$ cat config.mk
export PLATFORM = sky130hd
export DESIGN_NAME = lrcd_pack
export DESIGN_NICKNAME = d
export VERILOG_FILES = /design/src/rtl/core/lrcd_pkg.sv /design/src/rtl/core/lrcd_pack.sv
export SDC_FILE = /design/constraint.sdc
export NUM_CORES = 1
export LEC_CHECK = 0
export ABC_AREA = 1
export ABC_CLOCK_PERIOD_IN_PS = 10300
export BUFFER_PORTS_ARGS = -buffer_cell sky130_fd_sc_hd__buf_2
export CAP_MARGIN = 20
export CELL_PAD_IN_SITES_DETAIL_PLACEMENT = 1
export CELL_PAD_IN_SITES_GLOBAL_PLACEMENT = 2
export CORE_MARGIN = 5
export CORE_UTILIZATION = 41
export CTS_CLUSTER_DIAMETER = 50
export DETAILED_ROUTE_END_ITERATION = 7
export HOLD_SLACK_MARGIN = 0.12
export PLACE_DENSITY = 0.82
export SLEW_MARGIN = 20
export SYNTH_ARGS = -nofsm -noshare
export SYNTH_HDL_FRONTEND = slang
export SYNTH_SLANG_ARGS = --single-unit
$ cat constraint.sdc
create_clock -name clk -period 10.3 [get_ports clk]
set_input_delay 1.03 -clock clk [delete_from_list [all_inputs] [get_ports clk]]
set_output_delay 1.03 -clock clk [all_outputs]
set_load 0.01 [all_outputs]
$ cat src/rtl/core/lrcd_pkg.sv
package lrcd_pkg;

  localparam int BUF_AW      = 16;
  localparam int BUF_DEPTH   = 1 << BUF_AW;
  localparam int CHUNK_BYTES = 16;
  localparam int LANE_W      = $clog2(CHUNK_BYTES);
  localparam int CNT_W       = 11;

  localparam logic [7:0] END_MARK   = 8'hFF;
  localparam logic [2:0] EXT_PREFIX = 3'b111;
  localparam logic [9:0] EXT_CNT_MASK = 10'h3FF;

  // decode phases
  localparam logic [2:0] PH_CMD    = 3'd0;
  localparam logic [2:0] PH_CNT_LO = 3'd1;
  localparam logic [2:0] PH_CNT_HI = 3'd2;
  localparam logic [2:0] PH_OP1    = 3'd3;
  localparam logic [2:0] PH_OP2    = 3'd4;
  localparam logic [2:0] PH_RAW    = 3'd5;
  localparam logic [2:0] PH_START  = 3'd6;

  // command modes
  localparam logic [2:0] MODE_RAW     = 3'd0;
  localparam logic [2:0] MODE_FILL    = 3'd1;
  localparam logic [2:0] MODE_ALT     = 3'd2;
  localparam logic [2:0] MODE_INC     = 3'd3;
  localparam logic [2:0] MODE_ABS     = 3'd4;
  localparam logic [2:0] MODE_ABS_INV = 3'd5;
  localparam logic [2:0] MODE_REL     = 3'd6;
  localparam logic [2:0] MODE_SKIP    = 3'd7;

  // run kinds
  localparam logic [2:0] K_FILL = 3'd0;
  localparam logic [2:0] K_ALT  = 3'd1;
  localparam logic [2:0] K_INC  = 3'd2;
  localparam logic [2:0] K_COPY = 3'd3;
  localparam logic [2:0] K_END  = 3'd4;

  typedef struct packed {
    logic        valid;
    logic        tail;
    logic        is_end;
    logic [7:0]  data;
    logic [15:0] addr;
    logic [15:0] total;
  } push_t;

endpackage

$ cat src/rtl/core/lrcd_pack.sv
module lrcd_pack
  import lrcd_pkg::*;
(
  input  logic        clk,
  input  logic        rst,
  input  push_t       push,
  input  logic        out_ready,
  output logic        out_valid,
  output logic [15:0] write_address,
  output logic [63:0] bytes_low,
  output logic [63:0] bytes_high,
  output logic [4:0]  byte_count,
  output logic        last,
  output logic        end_of_data,
  output logic [15:0] total_size
);

  logic [7:0]        lanes [CHUNK_BYTES];
  logic [7:0]        lane_v [CHUNK_BYTES];
  logic [LANE_W-1:0] k;
  logic [15:0]       caddr;
  logic              emit;

  always_comb begin
    for (int i = 0; i < CHUNK_BYTES; i++) begin
      if (push.is_end) lane_v[i] = 8'h00;
      else if (LANE_W'(i) == k) lane_v[i] = push.data;
      else if (LANE_W'(i) < k) lane_v[i] = lanes[i];
      else lane_v[i] = 8'h00;
    end
    emit = push.valid && (push.is_end || push.tail || k == {LANE_W{1'b1}});
  end

  always_ff @(posedge clk) begin
    if (rst) begin
      out_valid <= 1'b0;
      k         <= '0;
    end else begin
      if (out_valid && out_ready) out_valid <= 1'b0;
      if (push.valid) begin
        if (emit) begin
          out_valid <= 1'b1;
          k         <= '0;
        end else begin
          k <= k + 1'b1;
        end
      end
    end
  end

  always_ff @(posedge clk) begin
    if (push.valid) begin
      if (emit) begin
        write_address <= (k == '0 || push.is_end) ? push.addr : caddr;
        for (int i = 0; i < 8; i++) begin
          bytes_low[8*i +: 8]  <= lane_v[i];
          bytes_high[8*i +: 8] <= lane_v[i+8];
        end
        byte_count  <= push.is_end ? 5'd0 : 5'({1'b0, k} + 5'd1);
        // only the chunk that closes the run is marked
        last        <= push.tail;
        end_of_data <= push.is_end;
        total_size  <= push.is_end ? push.total : 16'h0000;
      end else begin
        lanes[k] <= push.data;
        if (k == '0) caddr <= push.addr;
      end
    end
  end

endmodule

==> flow_metrics.env, run 1 <==
export IMPL_area_growth_pct=21.0
export IMPL_rows=62
export IMPL_worstPathMaxFanout=91
export IMPL_yosysSeqAreaShare=0.772
export IMPL_dr_pass1_iters=5
export IMPL_core_area_um2=28700
export IMPL_antenna_cells=0
export IMPL_finalMaxSlewViolations=0
export IMPL_setup_viol=0
export IMPL_htree_levels=2
export IMPL_critPathRequiredTime_ns=10.42
export IMPL_powerDensity_nw_per_um2=190
export IMPL_dieArea_um2=32600
export IMPL_grt_max_degree=92
export IMPL_yosys_warnings=0
export IMPL_start_util=0.415
export IMPL_hold_buffers=0
export IMPL_io_pins=214
export IMPL_synthTopCellsByArea="edfxtp_1 (76%), nand2_1 (8.1%), a21oi_1 (5.2%)"
export IMPL_clk_path_buf_depth=3
export IMPL_timing_fmax_ghz=0.294
export IMPL_drv_cap=0
export IMPL_cp_end_kind="register"
export IMPL_rsz0062_at_grt="false"
export IMPL_worst_path_largest_cell_delay_ns=0.90
export IMPL_hpwl_mm=18.7
export IMPL_syn_avg_cell_area_um2=13.3
export IMPL_vias=7515
export IMPL_overflow=0
export IMPL_path_cells="nand3_1, nand2_1, nand2_1, inv_6, buf_4"
export IMPL_grt_pass1_wl_mm=45.7
export IMPL_die_w_um=181
export IMPL_setup_worst_path_class="register to register"
export IMPL_drtIter0Drc=488
export IMPL_syn_cell_area_um2=11900
export IMPL_wire_per_inst_um=19.9
export IMPL_root_buffer="clkbuf_16"
export IMPL_netlist_instances=896
export IMPL_finalNetCount=1164
export IMPL_fin_crit_sh=0.330
export IMPL_critPathLaunchType="register"
export IMPL_cts_num_sinks=308
export IMPL_post_cts_buffers=0
export IMPL_min_period_ns=3.40
export IMPL_power_leakage_nw=5.26
export IMPL_p_total_w=0.00274
export IMPL_status="finished clean"
export IMPL_ant_nets=0
export IMPL_crit_top_cell="nand2_1"
export IMPL_path_clk_slew_ns=0.06
export IMPL_cp_slowest_cell="buf_4"
export IMPL_final_hold_viol_count=0
export IMPL_finalSetupTns_ns=0
export IMPL_vias_per_cell=4.95
export IMPL_grt_total_usage=0.180
export IMPL_clk_latency_ns=0.51
export IMPL_syn_nets=947
export IMPL_drc=0
export IMPL_crit_arrival_ns=3.52
export IMPL_synth_top_area_frac=0.763
export IMPL_synth_largest_area_cell="edfxtp_1"
export IMPL_gp_congestion=0.751
export IMPL_drive_gt1_frac=0.266
export IMPL_cts_resized=0
export IMPL_synth_seq_cells=308
export IMPL_fin_skew_ns=0.0171
export IMPL_grt_pass1_vias=7567
export IMPL_ir_drop_v=0.000119
export IMPL_cts_tree="yes"
export IMPL_max_slew_worst_pin_slew_ns=1.06
export IMPL_die_h_um=181
export IMPL_wl_mm=30.2
export IMPL_antenna_found_initial=0
export IMPL_cts_buffers=36
export IMPL_hold_path_class="register to register"
export IMPL_synth_cell_types=30
export IMPL_io_buffers=213
export IMPL_maxSlewHeadroom=0.286
==> path summary, 6_finish.rpt <==
kind                  start                 to  slack (ns)  depth (start not counted)
setup / recovery       k[3]  write_address[11]        6.90                          5
hold / removal    out_valid          out_valid        0.52                          2
setup reg to reg       k[3]  write_address[11]        6.90                          5
hold reg to reg   out_valid          out_valid        0.52                          2
==> sequential cells by signal, summed over array words and instances, names as in the netlist <==
signal	flops
bytes_low	64
caddr	16
out_valid	1
write_address	16
lanes	120
byte_count	5
bytes_high	64
total_size	16
end_of_data	1
last	1
k	4
==> routing by layer <==
| layer | share of wire | routed length [um] | up-vias | global-route usage |
|---|---|---|---|---|
| met4 | 0.020 | 596 | 0 | 0.0481 |
| li1 | - | - | 3592 | - |
| met5 | 0 | 0 | - | 0 |
| met3 | 0.051 | 1550 | 38 | 0.0359 |
| met1 | 0.44 | 13400 | 3675 | 0.245 |
| met2 | 0.49 | 14700 | 210 | 0.299 |
==> cell usage after synthesis <==
cell,n
o21bai_1,1
a21oi_1,125
buf_1,3
inv_6,2
inv_1,37
buf_6,3
nand2_4,5
edfxtp_1,303
o21ai_0,29
a21oi_2,2
nand2_2,1
dfxtp_1,5
nor2_4,7
ha_1,5
nor3_4,1
nor2_1,27
buf_4,3
xnor2_1,1
inv_2,2
nor2_2,7
nand2_1,256
nor2_8,1
inv_4,1
o21ai_1,3
nor3_1,7
nand3_2,1
nand3_1,28
o21ai_2,1
clkbuf_1,16
buf_2,13
==> cells by family after synthesis <==
group	count (synthesis)	share of synthesized area
AND/OR/NAND/NOR	341	0.123
flip-flops	308	0.772
XOR/XNOR	1	0.000735
adder cells (fa/ha/maj)	5	0.00525
AO/OA/AOI/OAI	161	0.0687
buffers and inverters	80	0.0304
==> worst max-delay path: cells and delay by family (launching register included) <==
| family | cells | cell delay (ns) |
|---|---|---|
| buffers and inverters | 2 | 1.50 |
| flip-flops | 1 | 0.88 |
| AND/OR/NAND/NOR | 3 | 0.54 |
==> metrics by stage <==
step / hold WS [ns] / utilization / instances / cell area, um2 / setup slack (ns)
floorplan: 0.481 / - / 896 / 11900 / 5.35
global placement: 0.506 / 0.464 / 1459 / 13300 / 6.50
detailed placement: 0.519 / 0.464 / 1459 / 13300 / 6.42
CTS: 0.527 / 0.502 / 1519 / 14400 / 6.84
global route: 0.522 / 0.503 / 1519 / 14400 / 6.61
finish: 0.516 / 0.503 / 1519 / 14400 / 6.90
==> cell usage in the layout, fill, tap and decap left out <==
cell / instances
inv_2: 2
inv_1: 36
inv_4: 1
o21ai_1: 3
buf_4: 5
nand3_2: 1
xnor2_1: 1
o21ai_2: 1
clkinvlp_4: 3
clkinv_2: 3
nand2_1: 256
nor2_4: 7
nand3_1: 28
nor3_4: 1
o21ai_0: 29
buf_2: 212
a21oi_2: 2
edfxtp_1: 303
o21bai_1: 1
clkbuf_16: 37
nand2_2: 1
nor3_1: 4
nor2_1: 26
nor2_2: 8
ha_1: 5
clkinv_1: 5
nor2_8: 1
clkinv_4: 3
clkbuf_1: 6
inv_6: 4
nand2_4: 5
a21oi_1: 125
dfxtp_1: 5
bufinv_16: 2
nor3_2: 3
==> cell type report <==
cell class,instances,area [um2]
clock buffer,43,948
clock inverter,17,151
fill,2980,14300
inverter,42,175
multi-input combinational,508,2380
sequential,308,9200
tap,384,480
timing repair buffer,217,1100
==> report_power, final <==
part	internal (W)	total [W]	leakage, nW	switching (W)
logic	0.0000349	0.000133	1.80	0.0000983
registers	0.00141	0.00143	2.93	0.0000106
clock network	0.000707	0.00118	0.528	0.000478
total	0.00216	0.00274	5.26	0.000587
No activity file was read; power rests on OpenSTA's default activity.
==> run 2: changes to the inputs <==
--- a/config.mk
+++ b/config.mk
@@ -6,17 +6,17 @@
 export NUM_CORES = 1
 export LEC_CHECK = 0
 export ABC_AREA = 1
-export ABC_CLOCK_PERIOD_IN_PS = 10300
+export ABC_CLOCK_PERIOD_IN_PS = 3360
 export BUFFER_PORTS_ARGS = -buffer_cell sky130_fd_sc_hd__buf_2
 export CAP_MARGIN = 20
 export CELL_PAD_IN_SITES_DETAIL_PLACEMENT = 1
 export CELL_PAD_IN_SITES_GLOBAL_PLACEMENT = 2
 export CORE_MARGIN = 5
-export CORE_UTILIZATION = 41
+export CORE_UTILIZATION = 38
 export CTS_CLUSTER_DIAMETER = 50
 export DETAILED_ROUTE_END_ITERATION = 7
 export HOLD_SLACK_MARGIN = 0.12
-export PLACE_DENSITY = 0.82
+export PLACE_DENSITY = 0.77
 export SLEW_MARGIN = 20
 export SYNTH_ARGS = -nofsm -noshare
 export SYNTH_HDL_FRONTEND = slang
==> constraint.sdc (replaced) <==
create_clock -name clk -period 3.36 [get_ports clk]
set_input_delay 0.336 -clock clk [delete_from_list [all_inputs] [get_ports clk]]
set_output_delay 0.336 -clock clk [all_outputs]
set_load 0.01 [all_outputs]
==> run 2 against run 1 <==
Combinational power grew to 3.4 times the previous value. Global-route usage is 0.65 points lower. Sequential power grew to 3.1 times the previous value. Die area is 7.4% higher. Sequential cell count stayed put. Core utilization is 1.8 points lower. Final cell count is 3.9% higher. Largest cell class unchanged. Highest routed layer unchanged.
==> flow_metrics.env, run 2 (synthesis results as in run 1) <==
export IMPL_antenna_found_initial=0
export IMPL_dieArea_um2=35000
export IMPL_grt_total_usage=0.174
export IMPL_drive_gt1_frac=0.269
export IMPL_cts_num_sinks=308
export IMPL_p_switching_w=0.00185
export IMPL_rrSetupSlack_ns=0.85
export IMPL_cp_end_kind="register"
export IMPL_core_area_um2=30700
export IMPL_max_slew_worst_pin_slew_ns=1.02
export IMPL_io_buffers=213
export IMPL_status="finished clean"
export IMPL_reg2reg_from="k[0]"
export IMPL_internal_power_w=0.00666
export IMPL_dp_cells=1479
export IMPL_hpwl_mm=19.1
export IMPL_grt_pass1_wl_mm=48.2
export IMPL_finalMaxSlewViolations=0
export IMPL_fin_crit_sh=0.762
export IMPL_final_core_util=0.485
export IMPL_critPathRequiredTime_ns=3.48
export IMPL_p_total_w=0.00851
export IMPL_vias=7677
export IMPL_cts_buffers=36
export IMPL_grt_pass1_vias=8091
export IMPL_path_buf_inv=2
export IMPL_vias_per_cell=4.86
export IMPL_min_from="push[42]"
export IMPL_finalNetCount=1209
export IMPL_cpLargestDelayFamily="simple AND/OR/NAND/NOR gates"
export IMPL_dr_pass1_iters=5
export IMPL_gp_congestion=0.749
export IMPL_final_hold_viol_count=0
export IMPL_p_comb_frac=0.052
export IMPL_hold_path_end="out_valid"
export IMPL_layoutNonFillerInstCount=1579
export IMPL_setup_viol=0
export IMPL_overflow=0
export IMPL_drv_cap=0
export IMPL_post_cts_buffers=0
export IMPL_largest_register="lanes"
export IMPL_path_clk_slew_ns=0.05
export IMPL_p_clk_frac=0.435
export IMPL_largest_reg_flops=120
export IMPL_maxSlewHeadroom=0.316
export IMPL_setup_worst_path_class="input port to register"
export IMPL_start_util=0.388
export IMPL_drc=0
export IMPL_stdcell_area_um2=14900
export IMPL_area_growth_pct=25.1
export IMPL_wire_per_inst_um=19.3
export IMPL_crit_arrival_ns=2.68
export IMPL_fin_skew_ns=0.0168
export IMPL_wl_mm=30.5
export IMPL_switching_share=0.218
export IMPL_htree_levels=2
export IMPL_root_buffer="clkbuf_16"
export IMPL_hold_buffers=36
export IMPL_clk_path_buf_depth=3
export IMPL_worst_path_largest_cell_delay_ns=0.95
export IMPL_top_regs="lanes x120, bytes_high x64, bytes_low x64"
export IMPL_clk_latency_ns=0.51
export IMPL_cts_resized=0
export IMPL_worstPathMaxFanout=12
export IMPL_layout_common_cells="edfxtp_1 (303), nand2_1 (254), buf_2 (213), a21oi_1 (125), clkbuf_16 (37)"
export IMPL_powerDensity_nw_per_um2=571
export IMPL_timing_fmax_ghz=0.391
export IMPL_power_leakage_nw=5.48
export IMPL_path_cells="dlygate4sd3_1, buf_4, nor2_1, nand3_1, nor3_1"
export IMPL_io_pins=214
export IMPL_antenna_cells=0
export IMPL_place_area_um2=13400
export IMPL_rsz0062_at_grt="false"
export IMPL_drtIter0Drc=519
export IMPL_die_w_um=187
export IMPL_ant_nets=0
export IMPL_hold_path_class="input port to register"
export IMPL_grt_max_degree=102
export IMPL_reg2reg_depth=7
export IMPL_cp_slowest_cell="nor3_1"
export IMPL_cts_tree="yes"
export IMPL_seqPwrFrac=0.513
export IMPL_layout_commonest_cell="edfxtp_1"
export IMPL_ir_drop_v=0.000420
export IMPL_n_fill_cell=3229
export IMPL_die_h_um=187
export IMPL_min_period_ns=2.56
export IMPL_rows=64
export IMPL_reg2reg_to="lanes[0][3]"
export IMPL_critPathLaunchType="input port"
export IMPL_hold_depth=3
run 2: metrics by stage:
step	setup WS (ns)	hold slack, ns	setup TNS, ns
5_1_grt	0.629	0.149	0
4_1_cts	0.717	0.133	0
3_5_place_dp	0.761	0.462	0
3_3_place_gp	0.839	0.464	0
6_report	0.799	0.153	0
2_1_floorplan	-0.239	0.398	-39.88
run 2: cell type report:
cell class,instances,area (um2),share of cell area
clock buffers,42,945,0.0633
clock inverters,21,174,0.0117
inverters,42,174,0.0117
multi-input cells,508,2380,0.160
flip-flops and latches,308,9200,0.617
well taps,396,495,0.0332
repair buffers,262,1540,0.103
run 2: layer usage:
layer  vias up  global-route usage  part of all wire
li1       3678                   -                 -
met1      3760               0.246              0.46
met2       197               0.278              0.47
met3        42              0.0345             0.047
met4         0              0.0447             0.020
met5         -                   0                 0
run 2: worst max path at each step:
| stage | end | startpoint | slack (ns) | depth (start not counted) |
|---|---|---|---|---|
| global placement | caddr[13] | k[0] | 0.84 | 7 |
| CTS | lanes[14][3] | push[40] | 0.72 | 5 |
| floorplan | byte_count[0] | k[0] | -0.24 | 5 |
| detailed placement | lanes[14][7] | push[40] | 0.76 | 4 |
| finish | lanes[3][7] | push[40] | 0.80 | 5 |
| global route | lanes[3][7] | push[40] | 0.63 | 5 |
run 2: worst reg2reg max path: cells and delay by family (launching register included):
family	cells	cell delay, ns
fa+ha+maj	1	0.26
buf+inv	4	0.85
flops	1	0.37
simple gates	2	0.74
run 2: power by group through the flow:
stage | sequential, W | combinational (W) | clock (W)
after floorplan | 0.00451 | 0.000138 | 0
after global placement | 0.00444 | 0.000417 | 0
after detailed placement | 0.00445 | 0.000426 | 0
after CTS | 0.00437 | 0.000458 | 0.00379
after global routing | 0.00437 | 0.000493 | 0.00399
final | 0.00437 | 0.000446 | 0.00370
==> run 3: changes to the inputs <==
--- a/config.mk
+++ b/config.mk
@@ -6,7 +6,7 @@
 export NUM_CORES = 1
 export LEC_CHECK = 0
 export ABC_AREA = 1
-export ABC_CLOCK_PERIOD_IN_PS = 3360
+export ABC_CLOCK_PERIOD_IN_PS = 2400
 export BUFFER_PORTS_ARGS = -buffer_cell sky130_fd_sc_hd__buf_2
 export CAP_MARGIN = 20
 export CELL_PAD_IN_SITES_DETAIL_PLACEMENT = 1
==> constraint.sdc (replaced) <==
create_clock -name clk -period 2.4 [get_ports clk]
set_input_delay 0.24 -clock clk [delete_from_list [all_inputs] [get_ports clk]]
set_output_delay 0.24 -clock clk [all_outputs]
set_load 0.01 [all_outputs]
==> run 3 against run 2 <==
Final cell count rose by 1.7%. Die area did not move. Final area rose by 2.0%. Count of clock-buffer cells in the layout rose by 2. Clock skew fell by 0.0019 ns. Hold slack improved by 0.076 ns. Setup slack got worse by 0.52 ns. Core utilization rose by 0.98 points. Non-clock buffer count rose by 23. Sequential share of layout area fell by 1.2 points. Critical path depth rose by 2. Via count rose by 3.3%.
==> flow_metrics.env, run 3 (synthesis results as in run 1) <==
export IMPL_clk_path_buf_depth=3
export IMPL_reg2reg_to="caddr[10]"
export IMPL_largest_register="lanes"
export IMPL_drv_cap=0
export IMPL_ir_drop_v=0.000447
export IMPL_vias_per_cell=4.94
export IMPL_layout_commonest_cell="edfxtp_1"
export IMPL_wire_per_inst_um=19.8
export IMPL_antenna_cells=0
export IMPL_grt_pass1_wl_mm=49.2
export IMPL_maxSlewHeadroom=0.312
export IMPL_rrSetupSlack_ns=0.28
export IMPL_p_switching_w=0.00271
export IMPL_hold_path_end="k[3]"
export IMPL_largest_reg_flops=120
export IMPL_gp_congestion=0.766
export IMPL_n_fill_cell=3241
export IMPL_busiest_layer="met2"
export IMPL_top_regs="lanes x120, bytes_high x64, bytes_low x64"
export IMPL_cts_tree="yes"
export IMPL_root_buffer="clkbuf_16"
export IMPL_io_buffers=213
export IMPL_path_clk_slew_ns=0.06
export IMPL_vias=7934
export IMPL_cts_buffers=38
export IMPL_rows=64
export IMPL_fin_crit_sh=0.884
export IMPL_grt_total_usage=0.177
export IMPL_cp_end_kind="register"
export IMPL_htree_levels=2
export IMPL_powerDensity_nw_per_um2=810
export IMPL_core_area_um2=30700
export IMPL_drtIter0Drc=420
export IMPL_min_period_ns=2.12
export IMPL_p_clk_frac=0.451
export IMPL_hold_path_class="input port to register"
export IMPL_area_growth_pct=27.6
export IMPL_switching_share=0.220
export IMPL_layout_common_cells="edfxtp_1 (303), nand2_1 (254), buf_2 (212), a21oi_1 (125), clkbuf_16 (39)"
export IMPL_grt_met2_usage=0.298
export IMPL_seq_area_um2=9200
export IMPL_overflow=0
export IMPL_internal_power_w=0.00961
export IMPL_finalNetCount=1234
export IMPL_cts_num_sinks=308
export IMPL_drc=0
export IMPL_fin_skew_ns=0.0149
export IMPL_finalMaxSlewViolations=0
export IMPL_cts_resized=0
export IMPL_ant_nets=0
export IMPL_critPathLaunchType="register"
export IMPL_dieArea_um2=35000
export IMPL_setup_viol=0
export IMPL_hpwl_mm=20.0
export IMPL_die_w_um=187
export IMPL_wl_mm=31.8
export IMPL_final_core_util=0.495
export IMPL_reg2reg_depth=7
export IMPL_multi_input_area_um2=2380
export IMPL_hold_depth=6
export IMPL_start_util=0.388
export IMPL_critPathRequiredTime_ns=2.60
export IMPL_status="finished clean"
export IMPL_antenna_found_initial=0
export IMPL_max_slew_worst_pin_slew_ns=1.03
export IMPL_timing_fmax_ghz=0.471
export IMPL_grt_max_degree=92
export IMPL_power_leakage_nw=5.64
export IMPL_met1_usage=0.237
export IMPL_setup_worst_path_class="register to register"
export IMPL_io_pins=214
export IMPL_final_hold_viol_count=0
export IMPL_use_met3=0.0370
export IMPL_seqPwrFrac=0.496
export IMPL_crit_arrival_ns=2.32
export IMPL_dpl_worst_slack_ns=0.296
export IMPL_min_from="push[40]"
export IMPL_die_h_um=187
export IMPL_p_comb_frac=0.053
export IMPL_dr_pass1_iters=5
export IMPL_reg2reg_from="k[0]"
export IMPL_rsz0062_at_grt="false"
export IMPL_worstPathMaxFanout=18
export IMPL_timing_final_ws_setup_ns=0.279
export IMPL_drive_gt1_frac=0.286
export IMPL_clk_latency_ns=0.51
export IMPL_grt_pass1_vias=8387
run 3: power groups by stage:
stage	Sequential (W)	Combinational [W]	Clock [W]
after global routing	0.00613	0.000706	0.00593
after floorplan	0.00631	0.000194	0
after global placement	0.00622	0.000600	0
final	0.00611	0.000648	0.00557
after CTS	0.00612	0.000662	0.00570
after detailed placement	0.00623	0.000613	0
run 3: area by class of cell:
type                    instances  share of cell area
well taps                     396              0.0326
clock inverters                23              0.0155
flip-flops and latches        308               0.605
clock buffers                  44              0.0654
multi-input cells             508               0.157
repair buffers                285               0.114
inverters                      42              0.0114
run 3: timing repair:
item | 4_1_cts | 5_1_grt
hold buffers | 38 | 0
endpoints found under the hold margin | 55 | 0
endpoints found under the setup margin | 0 | 0
buffers inserted | 0 | 0
run 3: worst max-delay path, stage by stage, from the launching register on:
cell	delay [ns]
dfxtp_4	0.37
inv_1	0.22
ha_1	0.25
inv_2	0.14
nor2_8	0.26
inv_4	0.15
nor2_2	0.14
buf_4	0.26
run 3: how the worst max path moves through the flow:
| stage | slack (ns) | end | cells past startpoint | start |
|---|---|---|---|---|
| after floorplan | -1.20 | byte_count[0] | 5 | k[0] |
| after global placement | 0.36 | caddr[7] | 7 | k[0] |
| after detailed placement | 0.30 | caddr[14] | 7 | k[0] |
| after CTS | 0.27 | caddr[10] | 7 | k[0] |
| after global routing | 0.15 | caddr[10] | 7 | k[0] |
| final | 0.28 | caddr[10] | 7 | k[0] |
run 3: per-layer routing:
| layer | part of all wire | vias to the layer above |
|---|---|---|
| li1 | - | 3740 |
| met1 | 0.44 | 3932 |
| met2 | 0.49 | 213 |
| met3 | 0.050 | 49 |
| met4 | 0.019 | 0 |
| met5 | 0 | - |
run 3: stage by stage:
| stage | instances | cell area [um2] | hold slack (ns) | setup TNS, ns | total power, W |
|---|---|---|---|---|---|
| 5_1_grt | 1606 | 15200 | 0.237 | 0 | 0.0128 |
| 6_report | 1606 | 15200 | 0.229 | 0 | 0.0123 |
| 2_1_floorplan | 896 | 12000 | 0.302 | -200.20 | 0.00650 |
| 4_1_cts | 1606 | 15200 | 0.203 | 0 | 0.0125 |
| 3_3_place_gp | 1501 | 13600 | 0.438 | 0 | 0.00682 |
| 3_5_place_dp | 1501 | 13600 | 0.436 | 0 | 0.00684 |
